$ cat src/utp_pkg.sv
// ----------------------------------------------------------------------------
// utp_pkg: shared types and constants for the up-counting timer
// Holds the register offsets, write masks, request kinds and the word structs.
// ----------------------------------------------------------------------------
`default_nettype none

package utp_pkg;

	// request kind carried in the input word
	typedef enum logic [1:0] {
		REQ_TICK  = 2'd0,
		REQ_READ  = 2'd1,
		REQ_WRITE = 2'd2
	} req_t;

	// register offsets inside the 1 KiB window
	localparam logic [9:0] OFF_CR1  = 10'h000;
	localparam logic [9:0] OFF_CR2  = 10'h004;
	localparam logic [9:0] OFF_DIER = 10'h00c;
	localparam logic [9:0] OFF_SR   = 10'h010;
	localparam logic [9:0] OFF_CNT  = 10'h024;
	localparam logic [9:0] OFF_PSC  = 10'h028;
	localparam logic [9:0] OFF_ARR  = 10'h02c;

	// writable bits of the control registers
	localparam logic [12:0] CR1_MASK  = 13'h188f;
	localparam logic [23:0] DIER_MASK = 24'hf05f5f;

	// control register bit positions
	localparam int unsigned CR1_CEN = 0;
	localparam int unsigned CR1_OPM = 3;
	localparam int unsigned DIER_UIE = 0;

	// one input word
	typedef struct packed {
		req_t        req_type;
		logic [9:0]  reg_offset;
		logic [31:0] write_data;
	} item_t;

	// one result word
	typedef struct packed {
		logic [31:0] read_data;
		logic        irq_level;
		logic        update_event;
	} result_t;

endpackage

`default_nettype wire

$ cat src/utp_core.sv
// ----------------------------------------------------------------------------
// utp_core: timer register file, prescaler and counter
// Applies one word per strobe to the timer state and forms its result.
// ----------------------------------------------------------------------------
`default_nettype none

module utp_core #(
	parameter int unsigned COUNT_WIDTH = 32
) (
	input  wire                    clk,
	input  wire                    arst_n,
	input  wire                    cfg_we,
	input  wire                    cfg_wdata,
	input  wire                    go,
	input  utp_pkg::item_t         item,
	output utp_pkg::result_t       res
);

	logic                   lp_mode_q;
	logic [12:0]            cr1_q, cr1_n;
	logic [23:0]            dier_q, dier_n;
	logic                   uif_q, uif_n;
	logic [15:0]            psc_q, psc_n;
	logic [15:0]            pcnt_q, pcnt_n;
	logic [COUNT_WIDTH-1:0] arr_q, arr_n;
	logic [COUNT_WIDTH-1:0] cnt_q, cnt_n;
	logic                   irq_q, irq_n;
	logic [31:0]            rdata;
	logic                   upd;

	// low-power mode register
	always_ff @(posedge clk or negedge arst_n) begin
		if (!arst_n) begin
			lp_mode_q <= 1'b0;
		end else if (cfg_we) begin
			lp_mode_q <= cfg_wdata;
		end
	end

	// next state and result for the word being applied
	always_comb begin
		cr1_n  = cr1_q;
		dier_n = dier_q;
		uif_n  = uif_q;
		psc_n  = psc_q;
		pcnt_n = pcnt_q;
		arr_n  = arr_q;
		cnt_n  = cnt_q;
		irq_n  = irq_q;
		rdata  = 32'd0;
		upd    = 1'b0;
		case (item.req_type)
			utp_pkg::REQ_TICK: begin
				if (cr1_q[utp_pkg::CR1_CEN]) begin
					if (pcnt_q >= psc_q) begin
						pcnt_n = 16'd0;
						// counter step, blocked while the reload value is zero
						if (arr_q != '0) begin
							if (cnt_q == arr_q) begin
								cnt_n = '0;
								uif_n = 1'b1;
								upd   = 1'b1;
								if (dier_q[utp_pkg::DIER_UIE]) begin
									irq_n = 1'b1;
								end
								if (cr1_q[utp_pkg::CR1_OPM]) begin
									cr1_n[utp_pkg::CR1_CEN] = 1'b0;
								end
							end else begin
								cnt_n = cnt_q + COUNT_WIDTH'(1);
							end
						end
					end else begin
						pcnt_n = pcnt_q + 16'd1;
					end
				end
			end
			utp_pkg::REQ_READ: begin
				if (!lp_mode_q) begin
					case (item.reg_offset)
						utp_pkg::OFF_CR1:  rdata = 32'(cr1_q);
						utp_pkg::OFF_CR2:  rdata = 32'd0;
						utp_pkg::OFF_DIER: rdata = 32'(dier_q);
						utp_pkg::OFF_SR:   rdata = 32'(uif_q);
						utp_pkg::OFF_CNT:  rdata = 32'(cnt_q);
						utp_pkg::OFF_PSC:  rdata = 32'(psc_q);
						utp_pkg::OFF_ARR:  rdata = 32'(arr_q);
						default:           rdata = 32'd0;
					endcase
				end
			end
			utp_pkg::REQ_WRITE: begin
				if (!lp_mode_q) begin
					case (item.reg_offset)
						utp_pkg::OFF_CR1: begin
							cr1_n = item.write_data[12:0] & utp_pkg::CR1_MASK;
						end
						utp_pkg::OFF_DIER: begin
							dier_n = item.write_data[23:0] & utp_pkg::DIER_MASK;
						end
						utp_pkg::OFF_SR: begin
							// clearing the flag also drops the interrupt line
							uif_n = item.write_data[0];
							if (!item.write_data[0]) begin
								irq_n = 1'b0;
							end
						end
						utp_pkg::OFF_CNT: begin
							cnt_n = item.write_data[COUNT_WIDTH-1:0];
						end
						utp_pkg::OFF_PSC: begin
							psc_n  = item.write_data[15:0];
							pcnt_n = 16'd0;
						end
						utp_pkg::OFF_ARR: begin
							arr_n = item.write_data[COUNT_WIDTH-1:0];
						end
						default: begin
						end
					endcase
				end
			end
			default: begin
			end
		endcase
	end

	// timer state
	always_ff @(posedge clk or negedge arst_n) begin
		if (!arst_n) begin
			cr1_q  <= '0;
			dier_q <= '0;
			uif_q  <= 1'b0;
			psc_q  <= '0;
			pcnt_q <= '0;
			arr_q  <= '0;
			cnt_q  <= '0;
			irq_q  <= 1'b0;
		end else if (go) begin
			cr1_q  <= cr1_n;
			dier_q <= dier_n;
			uif_q  <= uif_n;
			psc_q  <= psc_n;
			pcnt_q <= pcnt_n;
			arr_q  <= arr_n;
			cnt_q  <= cnt_n;
			irq_q  <= irq_n;
		end
	end

	// result of the word being applied
	assign res.read_data    = rdata;
	assign res.irq_level    = irq_n;
	assign res.update_event = upd;

endmodule

`default_nettype wire

$ cat src/upcounting_timer_with_prescaler.sv
// ----------------------------------------------------------------------------
// upcounting_timer_with_prescaler: register-mapped up-counting timer
// An accepted word waits in the input register until the result register is
// free or being drained, then it is applied and its result is registered.
// Throughput: one word per cycle unless results stall; the input and result
// registers decouple the two sides, so a stalled result still lets one word in.
// Reset: arst_n clears all timer registers, low-power mode and valid flags.
// ----------------------------------------------------------------------------
`default_nettype none

module upcounting_timer_with_prescaler #(
	parameter int unsigned COUNT_WIDTH = 32
) (
	input  wire        clk,
	input  wire        arst_n,
	// configuration: low-power mode
	input  wire        cfg_we,
	input  wire        cfg_wdata,
	// input words
	input  wire        s_axis_tvalid,
	output logic       s_axis_tready,
	input  wire [47:0] s_axis_tdata,  // reg_offset[9:0], write_data[41:10], zero pad
	input  wire [1:0]  s_axis_tuser,  // req_type[1:0]
	// result words
	output logic       m_axis_tvalid,
	input  wire        m_axis_tready,
	output logic [39:0] m_axis_tdata  // read_data[31:0], irq_level[32],
	                                   // update_event[33], zero pad
);

	logic              valid_s1;
	utp_pkg::item_t    item_s1;
	logic              out_valid_q;
	utp_pkg::result_t  out_q;
	utp_pkg::result_t  res;
	logic              advance;

	// result register free or being drained
	assign advance       = !out_valid_q || m_axis_tready;
	assign s_axis_tready = !valid_s1 || advance;

	// input register
	always_ff @(posedge clk or negedge arst_n) begin
		if (!arst_n) begin
			valid_s1 <= 1'b0;
		end else if (s_axis_tready) begin
			valid_s1 <= s_axis_tvalid;
		end
	end

	always_ff @(posedge clk) begin
		if (s_axis_tready && s_axis_tvalid) begin
			item_s1.req_type   <= utp_pkg::req_t'(s_axis_tuser);
			item_s1.reg_offset <= s_axis_tdata[9:0];
			item_s1.write_data <= s_axis_tdata[41:10];
		end
	end

	// timer state and result logic
	utp_core #(
		.COUNT_WIDTH (COUNT_WIDTH)
	) u_core (
		.clk       (clk),
		.arst_n    (arst_n),
		.cfg_we    (cfg_we),
		.cfg_wdata (cfg_wdata),
		.go        (valid_s1 && advance),
		.item      (item_s1),
		.res       (res)
	);

	// result register
	always_ff @(posedge clk or negedge arst_n) begin
		if (!arst_n) begin
			out_valid_q <= 1'b0;
		end else if (advance) begin
			out_valid_q <= valid_s1;
		end
	end

	always_ff @(posedge clk) begin
		if (advance && valid_s1) begin
			out_q <= res;
		end
	end

	assign m_axis_tvalid = out_valid_q;
	assign m_axis_tdata  = {6'd0, out_q.update_event, out_q.irq_level, out_q.read_data};

endmodule

`default_nettype wire

$ cat config.mk
export PLATFORM = sky130hd
export DESIGN_NAME = upcounting_timer_with_prescaler
export DESIGN_NICKNAME = d
export VERILOG_FILES = /design/src/utp_pkg.sv /design/src/utp_core.sv /design/src/upcounting_timer_with_prescaler.sv
export SDC_FILE = /design/constraint.sdc
export NUM_CORES = 1
export LEC_CHECK = 0
export BUFFER_PORTS_ARGS = -buffer_cell sky130_fd_sc_hd__buf_2
export CORE_MARGIN = 8
export CORE_UTILIZATION = 30
export DETAILED_ROUTE_END_ITERATION = 8
export PLACE_DENSITY_LB_ADDON = 0.1
export REMOVE_ABC_BUFFERS = 1
export SLEW_MARGIN = 20
export SYNTH_ARGS = -nofsm -noshare
export SYNTH_HDL_FRONTEND = slang
export SYNTH_HIERARCHICAL = 1
export SYNTH_SLANG_ARGS = --single-unit
$ cat constraint.sdc
create_clock -name clk -period 2.7 [get_ports clk]
set_input_delay 0.81 -clock clk [delete_from_list [all_inputs] [get_ports clk]]
set_output_delay 0.81 -clock clk [all_outputs]
set_load 0.01 [all_outputs]
-- Yosys cells after proc, flatten, opt, wreduce, memory -nomap -nowiden
Index checks and enable logic that the tools add are counted.
W data, S select, Z words.
- register bits: 202
- bits of input ports: 56
- output and inout bits: 42
- logic and storage cells: 98
- add/subtract/negate cells: 2
- magnitude comparators: 1
- eq/ne operators: 17
- mux-type cells: 38
- bitwise logic cells: 2
- reductions and logical operators: 20
- operators by type and width (operator ; count):
    $mux W32 ; 6
    $pmux W32 S6 ; 1
    $mux W16 ; 4
    $pmux W32 S2 ; 1
    $add A32 B1 Y32 const B ; 1
    $eq A32 B32 Y1 ; 1
    $pmux W16 S2 ; 1
    $reduce_bool A32 Y1 ; 1
    $eq A10 B6 Y1 const B ; 3
    $reduce_and A4 Y1 ; 6
    $mux W1 ; 22
    $add A16 B1 Y16 const B ; 1
    $ge A16 B16 Y1 ; 1
    $eq A10 B4 Y1 const B ; 1
    $eq A10 B5 Y1 const B ; 1
    $logic_not A10 Y1 ; 1
    $ne A2 B2 Y1 const B ; 5
    $ne A2 B1 Y1 const B ; 4
    $reduce_and A8 Y1 ; 1
    $reduce_and A7 Y1 ; 1
    $pmux W1 S2 ; 3
    $reduce_and A5 Y1 ; 1
    $eq A2 B1 Y1 const B ; 1
    $eq A2 B2 Y1 const B ; 1
    7 further kinds ; 11

-- Longest topological paths before layout
Gate-level depths: netlist (run 1).
- depth in word-level cells: 6
- depth in mapped cells: 10

-- Modules after synthesis
Netlist (run 1), hierarchy kept.
- by module, submodules not included (module ; instances ; cells an instance ; area an instance (um^2)):
    utp_core ; 1 ; 797 ; 7729.9
    upcounting_timer_with_prescaler ; 1 ; 93 ; 2494.9

-- Worst setup path after synthesis (run 1)
OpenSTA, ideal clock, no wires.
- path kind: in2reg
- start: input m_axis_tready
- end: register u_core.pcnt_q[12]
- data arrival time: 3.316 ns
- slack: -0.695 ns
- stages: 7
- buffers on the path: 0
- path through: nand2b_1 and2_1 nor2b_1 o21ai_1 a2111oi_2 a21oi_1 a21oi_1
- longest elaborated chain between the ends: 3
- ends and longest elaborated chain (element ; line ; source):
    start, declared ; upcounting_timer_with_prescaler.sv:26 ; input wire m_axis_tready,
    $logic_or A1 B1 Y1 ; upcounting_timer_with_prescaler.sv:39 ; assign advance = !out_valid_q || m_axis_tready;
    $logic_and A1 B1 Y1 ; upcounting_timer_with_prescaler.sv:67 ; .go (valid_s1 && advance),
    $reduce_and A5 Y1 (no source line) ; -- ;
    end signal, assigned ; utp_core.sv:144 ; pcnt_q <= pcnt_n;
    end, declared ; utp_core.sv:24 ; logic [15:0] pcnt_q, pcnt_n;
Every way passes these cells.
A chain may end at the register's enable or synchronous reset.

-- Worst setup path after layout (run 1)
- start: register u_core.arr_q[1]
- end: register u_core.cnt_q[28]
- longest elaborated chain between the ends: 6
- elaborated cells between the ends (all ways): 9
- those cells by class: eq/ne (2); mux (5); reduce/logical (2)
- ends and longest elaborated chain (element ; line ; source):
    start, declared ; utp_core.sv:25 ; logic [COUNT_WIDTH-1:0] arr_q, arr_n;
    start signal, assigned ; utp_core.sv:145 ; arr_q <= arr_n;
    $eq A32 B32 Y1 ; utp_core.sv:59 ; if (cnt_q == arr_q) begin
    $mux W32 ; utp_core.sv:59 ;
    $mux W32 ; utp_core.sv:58 ; if (arr_q != '0) begin
    $mux W32 ; utp_core.sv:55 ; if (pcnt_q >= psc_q) begin
    $mux W32 ; utp_core.sv:54 ; if (cr1_q[utp_pkg::CR1_CEN]) begin
    $pmux W32 S2 ; utp_core.sv:52 ; case (item.req_type)
    end signal, assigned ; utp_core.sv:146 ; cnt_q <= cnt_n;
    end, declared ; utp_core.sv:26 ; logic [COUNT_WIDTH-1:0] cnt_q, cnt_n;
Parallel ways exist; a longest one is shown, timed or not. The select of a mux whose other input is x is not followed.

==> impl_metrics.toml, run 1 <==
[place]
hpwl_um = 23720
pre_cts_ws_ps = -29.57
dpl_cell_area_mm2 = 0.01178
finalWeightedCongestion = 0.8085
io_buffer_count = 85

[critical_path]
arrival_ps = 3020
crit_fanout = 23
path_class = "flop to flop"
r2r_slack_ps = 90
critPathRequiredTime_ps = 3110
crit_end = "u_core/cnt_q[28]$_DFFE_PN0P_"
cp-start-kind = "flop"
cp-startpoint = "u_core/arr_q[1]$_DFFE_PN0P_"
rr_worst_depth = 8
r2r_end = "u_core/cnt_q[28]$_DFFE_PN0P_"
endpoint_kind = "flop"
r2r-start = "u_core/arr_q[1]$_DFFE_PN0P_"

[synthesis]
synth_edf_count = 78
synth_ff_type = "dfrtp_1"
synth_cell_types = 73
ys_ff_latch = 202
ys_warn_count = 6
synth_area_mm2 = 0.01022
ys_async_sr_fraction = 0.6139
seq_area_frac_synth = 0.5326
avgSynthCellArea_um2 = 11.49
syn_inst = 890

[timing]
max_freq_mhz = 382.9
finalCritPeriodShare = 0.9672
fin_setup_tns_ps = 0
worst_pin_slew_ps = 636.2
setup_slack_ps = 88.58
setup_viol = 0
finClkSkew_ps = 25.62
hold_viol = 0
drv_slew = 0
rsz0062_at_grt = "false"
min_period_ps = 2611
relSlewSlack = 0.5749

[finish]
fill_cells = 3356
final_area_mm2 = 0.01283
drive_gt1_frac = 0.3299
diodes = 0
area_growth_syn_to_layout_pct = 25.53
fin_nets = 1112

[run_status]
outcome = "complete, no violations"

[die]
design.core.area_mm2 = 0.03353
ios = 98
num_rows = 67
die_area_mm2 = 0.04025
start_util = 0.3049
die_y_um = 200.6
die_w_um = 200.6

[detailed_routing]
drt_first_iter_violations = 599
drt_pass1_iterations = 5
via_count = 7860
drt-total-wl_um = 33290
ant_nets = 0
wl_per_cell_um = 22.11
vias_per_cell = 5.219
drcViolationCount = 0

[clock_tree]
cts_tree = "yes"
clkSinkCount = 202
htreeDepth = 1
hold_buffers = 0
clk_pin_slew_ps = 60
cts-buffers-inserted = 26
clockBufferDepth = 3
insertion_delay_ps = 540
clockRootBuffer = "clkbuf_16"

[pwr]
ir_worst_vdd_mv = 0.4801
leakagePower_nw = 5.370
powerDensity_mw_per_mm2 = 634.6

[grt]
grt_max_degree = 48
grtUsageTotal = 0.1623
grt_pass1_vias = 8220
grt.overflow.total = 0
antenna_found_initial = 0
grt_pass1_wl_um = 51630

[hold_path]
hold_class = "input pin to asynchronous set/reset pin"

[run]
cap_violations = 0
==> cells in the final DEF (no fill, tap or decap), drive strengths merged, types with 7 or more instances in the layout <==
cell     instances
a2111oi         18
a21oi           26
a222oi           8
a22o            14
a22oi           36
a32oi           10
and2             8
and3            12
buf            181
clkbuf          34
clkinv          11
dfrtp          124
edfxtp          78
ha              18
inv             42
mux2            89
nand2           52
nand3           26
nand4           22
nor2            53
nor3            11
nor4            18
o21ai           15
o22ai           15
or3              7
xnor2           34
==> cells by family after synthesis <==
| group | Yosys count | synth area share |
|---|---|---|
| XOR/XNOR | 38 | 0.03255 |
| adder cells (fa/ha/maj) | 18 | 0.02203 |
| flip-flops | 202 | 0.5326 |
| AND/OR/NAND/NOR | 236 | 0.1227 |
| multiplexers | 89 | 0.09802 |
| AO/OA/AOI/OAI | 198 | 0.1476 |
| other | 1 | 0.0003668 |
| buffers and inverters | 108 | 0.04417 |
==> state kept, by name, indices dropped and copies added (netlist names) <==
name              cells
u_core/psc_q         16
item_s1              44
u_core/cr1_q          7
u_core/cnt_q         32
u_core/arr_q         32
u_core/irq_q          1
u_core/lp_mode_q      1
m_axis_tdata         34
u_core/pcnt_q        16
valid_s1              1
u_core/uif_q          1
u_core/dier_q        16
m_axis_tvalid         1
==> worst max-delay path, stage by stage, from the launching register on <==
cell and delay, ps:
dfrtp_1 440, xnor2_2 340, nand4_1 300, nor4_2 220, buf_4 180, a21oi_4 160
buf_16 220, a2111o_1 370, a22o_1 240
==> where the power goes <==
group	switching [mW]	leakage [nW]	internal, mW	total [mW]
registers	0.197	2.37	3.40	3.60
clock network	1.36	0.417	2.09	3.45
logic	0.642	2.58	0.458	1.10
total	2.20	5.37	5.94	8.15
==> routing by layer <==
| metal | track usage | routed length, um | vias to the layer above |
|---|---|---|---|
| met2 | 0.2606 | 15240 | 180 |
| met5 | 0 | 0 | - |
| met1 | 0.2296 | 16080 | 3971 |
| met4 | 0.03364 | 629 | 0 |
| li1 | - | - | 3669 |
| met3 | 0.02356 | 1345 | 40 |
==> final cells by class <==
class                   instances  area [um2]  area share
clock inverters                14       156.4     0.01219
well taps                     448       560.5     0.04367
flip-flops and latches        202        5446      0.4244
inverters                      42       157.7     0.01228
repair buffers                181        1294      0.1008
multi-input cells             585        4529      0.3529
clock buffers                  34       690.7     0.05381
==> worst min path at each step <==
stage	start	endpoint	slack, ps	cells after the start
after detailed placement	u_core/irq_q$_DFFE_PN0P_	u_core/irq_q$_DFFE_PN0P_	490	1
after global placement	u_core/irq_q$_DFFE_PN0P_	u_core/irq_q$_DFFE_PN0P_	480	1
after floorplan	item_s1[19]$_DFFE_PP_	u_core/arr_q[19]$_DFFE_PN0P_	460	1
final	arst_n	m_axis_tvalid$_DFFE_PN0P_	290	1
after global routing	arst_n	m_axis_tvalid$_DFFE_PN0P_	320	1
after CTS	arst_n	u_core/arr_q[23]$_DFFE_PN0P_	290	1
==> synth_stat cells, types with 7 or more instances <==
library cell	count	share of area
dfrtp_1	124	0.30
mux2_2	86	0.095
edfxtp_1	78	0.23
nor2_1	53	0.019
nand2_1	51	0.019
clkbuf_1	49	0.018
inv_1	42	0.015
a22oi_1	36	0.026
xnor2_1	34	0.029
a21oi_1	26	0.013
nand3_1	26	0.013
nand4_1	22	0.013
ha_1	18	0.022
a2111oi_0	17	0.015
nor4_1	16	0.0098
o22ai_1	15	0.0092
a22o_1	14	0.012
o21ai_0	14	0.0069
and3_1	12	0.0073
a32oi_1	10	0.0086
a222oi_1	8	0.0078
buf_4	8	0.0059
nor3_1	8	0.0039
buf_2	7	0.0034
==> metrics by stage <==
step / hold WS, ps / utilization / std cells / total power [mW]
2_1_floorplan: 460.5 / - / 829 / 4.114
3_3_place_gp: 478.2 / 0.3512 / 1452 / 4.685
3_5_place_dp: 485.7 / 0.3512 / 1452 / 4.694
4_1_cts: 292.7 / 0.3778 / 1502 / 8.231
5_1_grt: 321.8 / 0.3828 / 1506 / 8.502
6_report: 288.9 / 0.3828 / 1506 / 8.146
==> timing repair <==
item / 4_1_cts / 5_1_grt
resized for setup: 6 / 21
endpoints found under the setup margin: 15 / 28
hold endpoints to repair: 0 / 0
setup buffers: 2 / 3
pin swaps: 2 / 7
(Power assumes the default switching activity.)
==> inputs of run 2 (changes only) <==
- ABC_AREA: default -> 1
==> run 2 against run 1 <==
Final cell count grew 24%. Register-to-register slack improved by 130 ps. Final area decreased by 2.8%. Sequential share of layout area grew 1.2 points. First-iteration DRC count down 22%. Critical path type unchanged.
==> impl_metrics.toml, run 2 <==
[synthesis]
synth_ff_type = "dfrtp_1"
synth.most_common_cell = "nand2_1"
ys_async_sr_fraction = 0.6139
synth_edf_count = 78
synth_top_cell_by_area = "dfrtp_1"
ys_top_cells_by_count = "nand2_1, inv_1, dfrtp_1"
ys_warn_count = 6
avgSynthCellArea_um2 = 8.190
synth_top_area_frac = 0.2928
synth_cell_types = 43
syn_inst = 1294
synth_area_mm2 = 0.01060
synth.area.top_cells = "dfrtp_1, edfxtp_1, nand2_1"
seq_area_frac_synth = 0.5138
ys_ff_latch = 202

[timing]
setup_slack_ps = 217.9
hold_viol = 0
setup_viol = 0
min_period_ps = 2482
worst_pin_slew_ps = 842.1
finalCritPeriodShare = 0.9193
max_freq_mhz = 402.9
drv_slew = 0
relSlewSlack = 0.4380
finClkSkew_ps = 18.82
rsz0062_at_grt = "false"

[detailed_routing]
drt_pass1_iterations = 5
vias_per_cell = 4.624
drt_first_iter_violations = 470
drcViolationCount = 0
drt-total-wl_um = 32890
via_count = 8666
ant_nets = 0
wl_per_cell_um = 17.55

[pwr]
totalPowerFinal_mw = 9.771
p_comb_frac = 0.235
leakagePower_nw = 5.471
p_sw_mw = 3.349
sw_frac_of_total = 0.3427
p_seq_frac = 0.428
powerDensity_mw_per_mm2 = 783.6
p_int_mw = 6.422
p_clk_frac = 0.337
ir_worst_vdd_mv = 0.5022

[place]
io_buffer_count = 85
finalWeightedCongestion = 0.8481
pre_cts_ws_ps = 206.6
hpwl_um = 24040

[clock_tree]
hold_buffers = 0
cts_resized = 0
cts_tree = "yes"
clockRootBuffer = "clkbuf_16"
clockBufferDepth = 3
htreeDepth = 1
cts-buffers-inserted = 26
clkSinkCount = 202
insertion_delay_ps = 540
cts_setup_buffers = 0
clk_pin_slew_ps = 60

[grt]
grt_max_degree = 48
grtUsageTotal = 0.1594
grt.overflow.total = 0
grt_pass1_wl_um = 52140
grt_pass1_vias = 8898
antenna_found_initial = 0

[critical_path]
critical-path-max-stage-delay_ps = 360
path_class = "flop to flop"
endpoint_kind = "flop"
r2r_slack_ps = 220
cpMostUsedCell = "nand2_1"
arrival_ps = 2950
critPathRequiredTime_ps = 3170
crit_slowest_cell = "dfrtp_1"
rr_worst_depth = 14
path_cells = "inv_1 > ha_1 > nand2_1 > nor4_1 > buf_4 > nand2_1 > nand2_1 > nand2_1 > nand2_2 > nand2_2 > nor2_4 > buf_4 > nand2_1 > nand2_1"
crit_fanout = 15
cp-start-kind = "flop"

[finish]
area_growth_syn_to_layout_pct = 17.66
largest_reg_flops = 44
max_flop_register = "item_s1"
fin_nets = 1467
diodes = 0
final_cell_mix = "nand2_1, inv_1, dfrtp_1"
multiInputGateArea_mm2 = 0.004318
fill_cells = 3736
regArea_mm2 = 0.005445
mostFrequentLayoutCell = "nand2_1"
drive_gt1_frac = 0.1444

[die]
start_util = 0.3016
design.core.area_mm2 = 0.03514
ios = 98
num_rows = 69
die_w_um = 204.0
die_area_mm2 = 0.04160
die_y_um = 204.0

[run]
cap_violations = 0

[run_status]
outcome = "complete, no violations"

[hold_path]
hold_class = "input pin to asynchronous set/reset pin"
run 2: worst max-delay path, delay by kind of cell (launching register included):
family	cells	cell delay, ps
adder cells (fa/ha/maj)	1	310
AND/OR/NAND/NOR	10	1220
buffers and inverters	3	540
flip-flops	1	360
run 2: power by group through the flow:
| stage | sequential (mW) | clock (mW) | combinational [mW] |
|---|---|---|---|
| after floorplan | 4.06 | 0 | 1.62 |
| after global placement | 4.22 | 0 | 2.30 |
| after detailed placement | 4.23 | 0 | 2.31 |
| after CTS | 4.18 | 3.41 | 2.33 |
| after global routing | 4.26 | 3.53 | 2.70 |
| final | 4.18 | 3.29 | 2.30 |
run 2: worst paths after layout:
| path | startpoint | end |
|---|---|---|
| setup reg to reg | u_core/psc_q[15]$_DFFE_PN0P_ | u_core/cnt_q[31]$_DFFE_PN0P_ |
| max in group asynchronous | arst_n | u_core/cnt_q[20]$_DFFE_PN0P_ |
| hold reg to reg | u_core/cr1_q[0]$_DFFE_PN0P_ | u_core/cr1_q[0]$_DFFE_PN0P_ |
| min in group clk | s_axis_tdata[36] | item_s1[26]$_DFFE_PP_ |
| setup / recovery | u_core/psc_q[15]$_DFFE_PN0P_ | u_core/cnt_q[31]$_DFFE_PN0P_ |
| hold / removal | arst_n | u_core/cr1_q[11]$_DFFE_PN0P_ |
run 2: final cells by class:
class,instances,area share
flip-flops and latches,202,0.4367
multi-input cells,892,0.3463
well taps,461,0.04626
inverters,154,0.04636
repair buffers,117,0.05990
clock inverters,12,0.006020
clock buffers,36,0.05850
run 2: through the flow:
step	hold slack, ps	util	setup TNS [ps]	area, um2	instances
after floorplan	441.2	-	-173080	10330	1248
after global placement	461.4	0.3320	0	11660	1826
after detailed placement	465.5	0.3320	0	11660	1826
after CTS	242.5	0.3549	0	12470	1874
after global routing	260.3	0.3549	0	12470	1874
final	231.5	0.3549	0	12470	1874
run 2: kinds of logic after synthesis:
logic type	share of synthesized area
XOR/XNOR	0.02314
AO/OA/AOI/OAI	0.1040
buffers and inverters	0.08194
other	0.0003539
multiplexers	0.001062
adder cells (fa/ha/maj)	0.02125
AND/OR/NAND/NOR	0.2544
flip-flops	0.5138
run 2: routing by layer:
layer	vias up	track usage	part of all wire
li1	4382	-	-
met1	4076	0.2283	0.50
met2	164	0.2517	0.44
met3	44	0.02187	0.043
met4	0	0.03754	0.020
met5	-	0	0
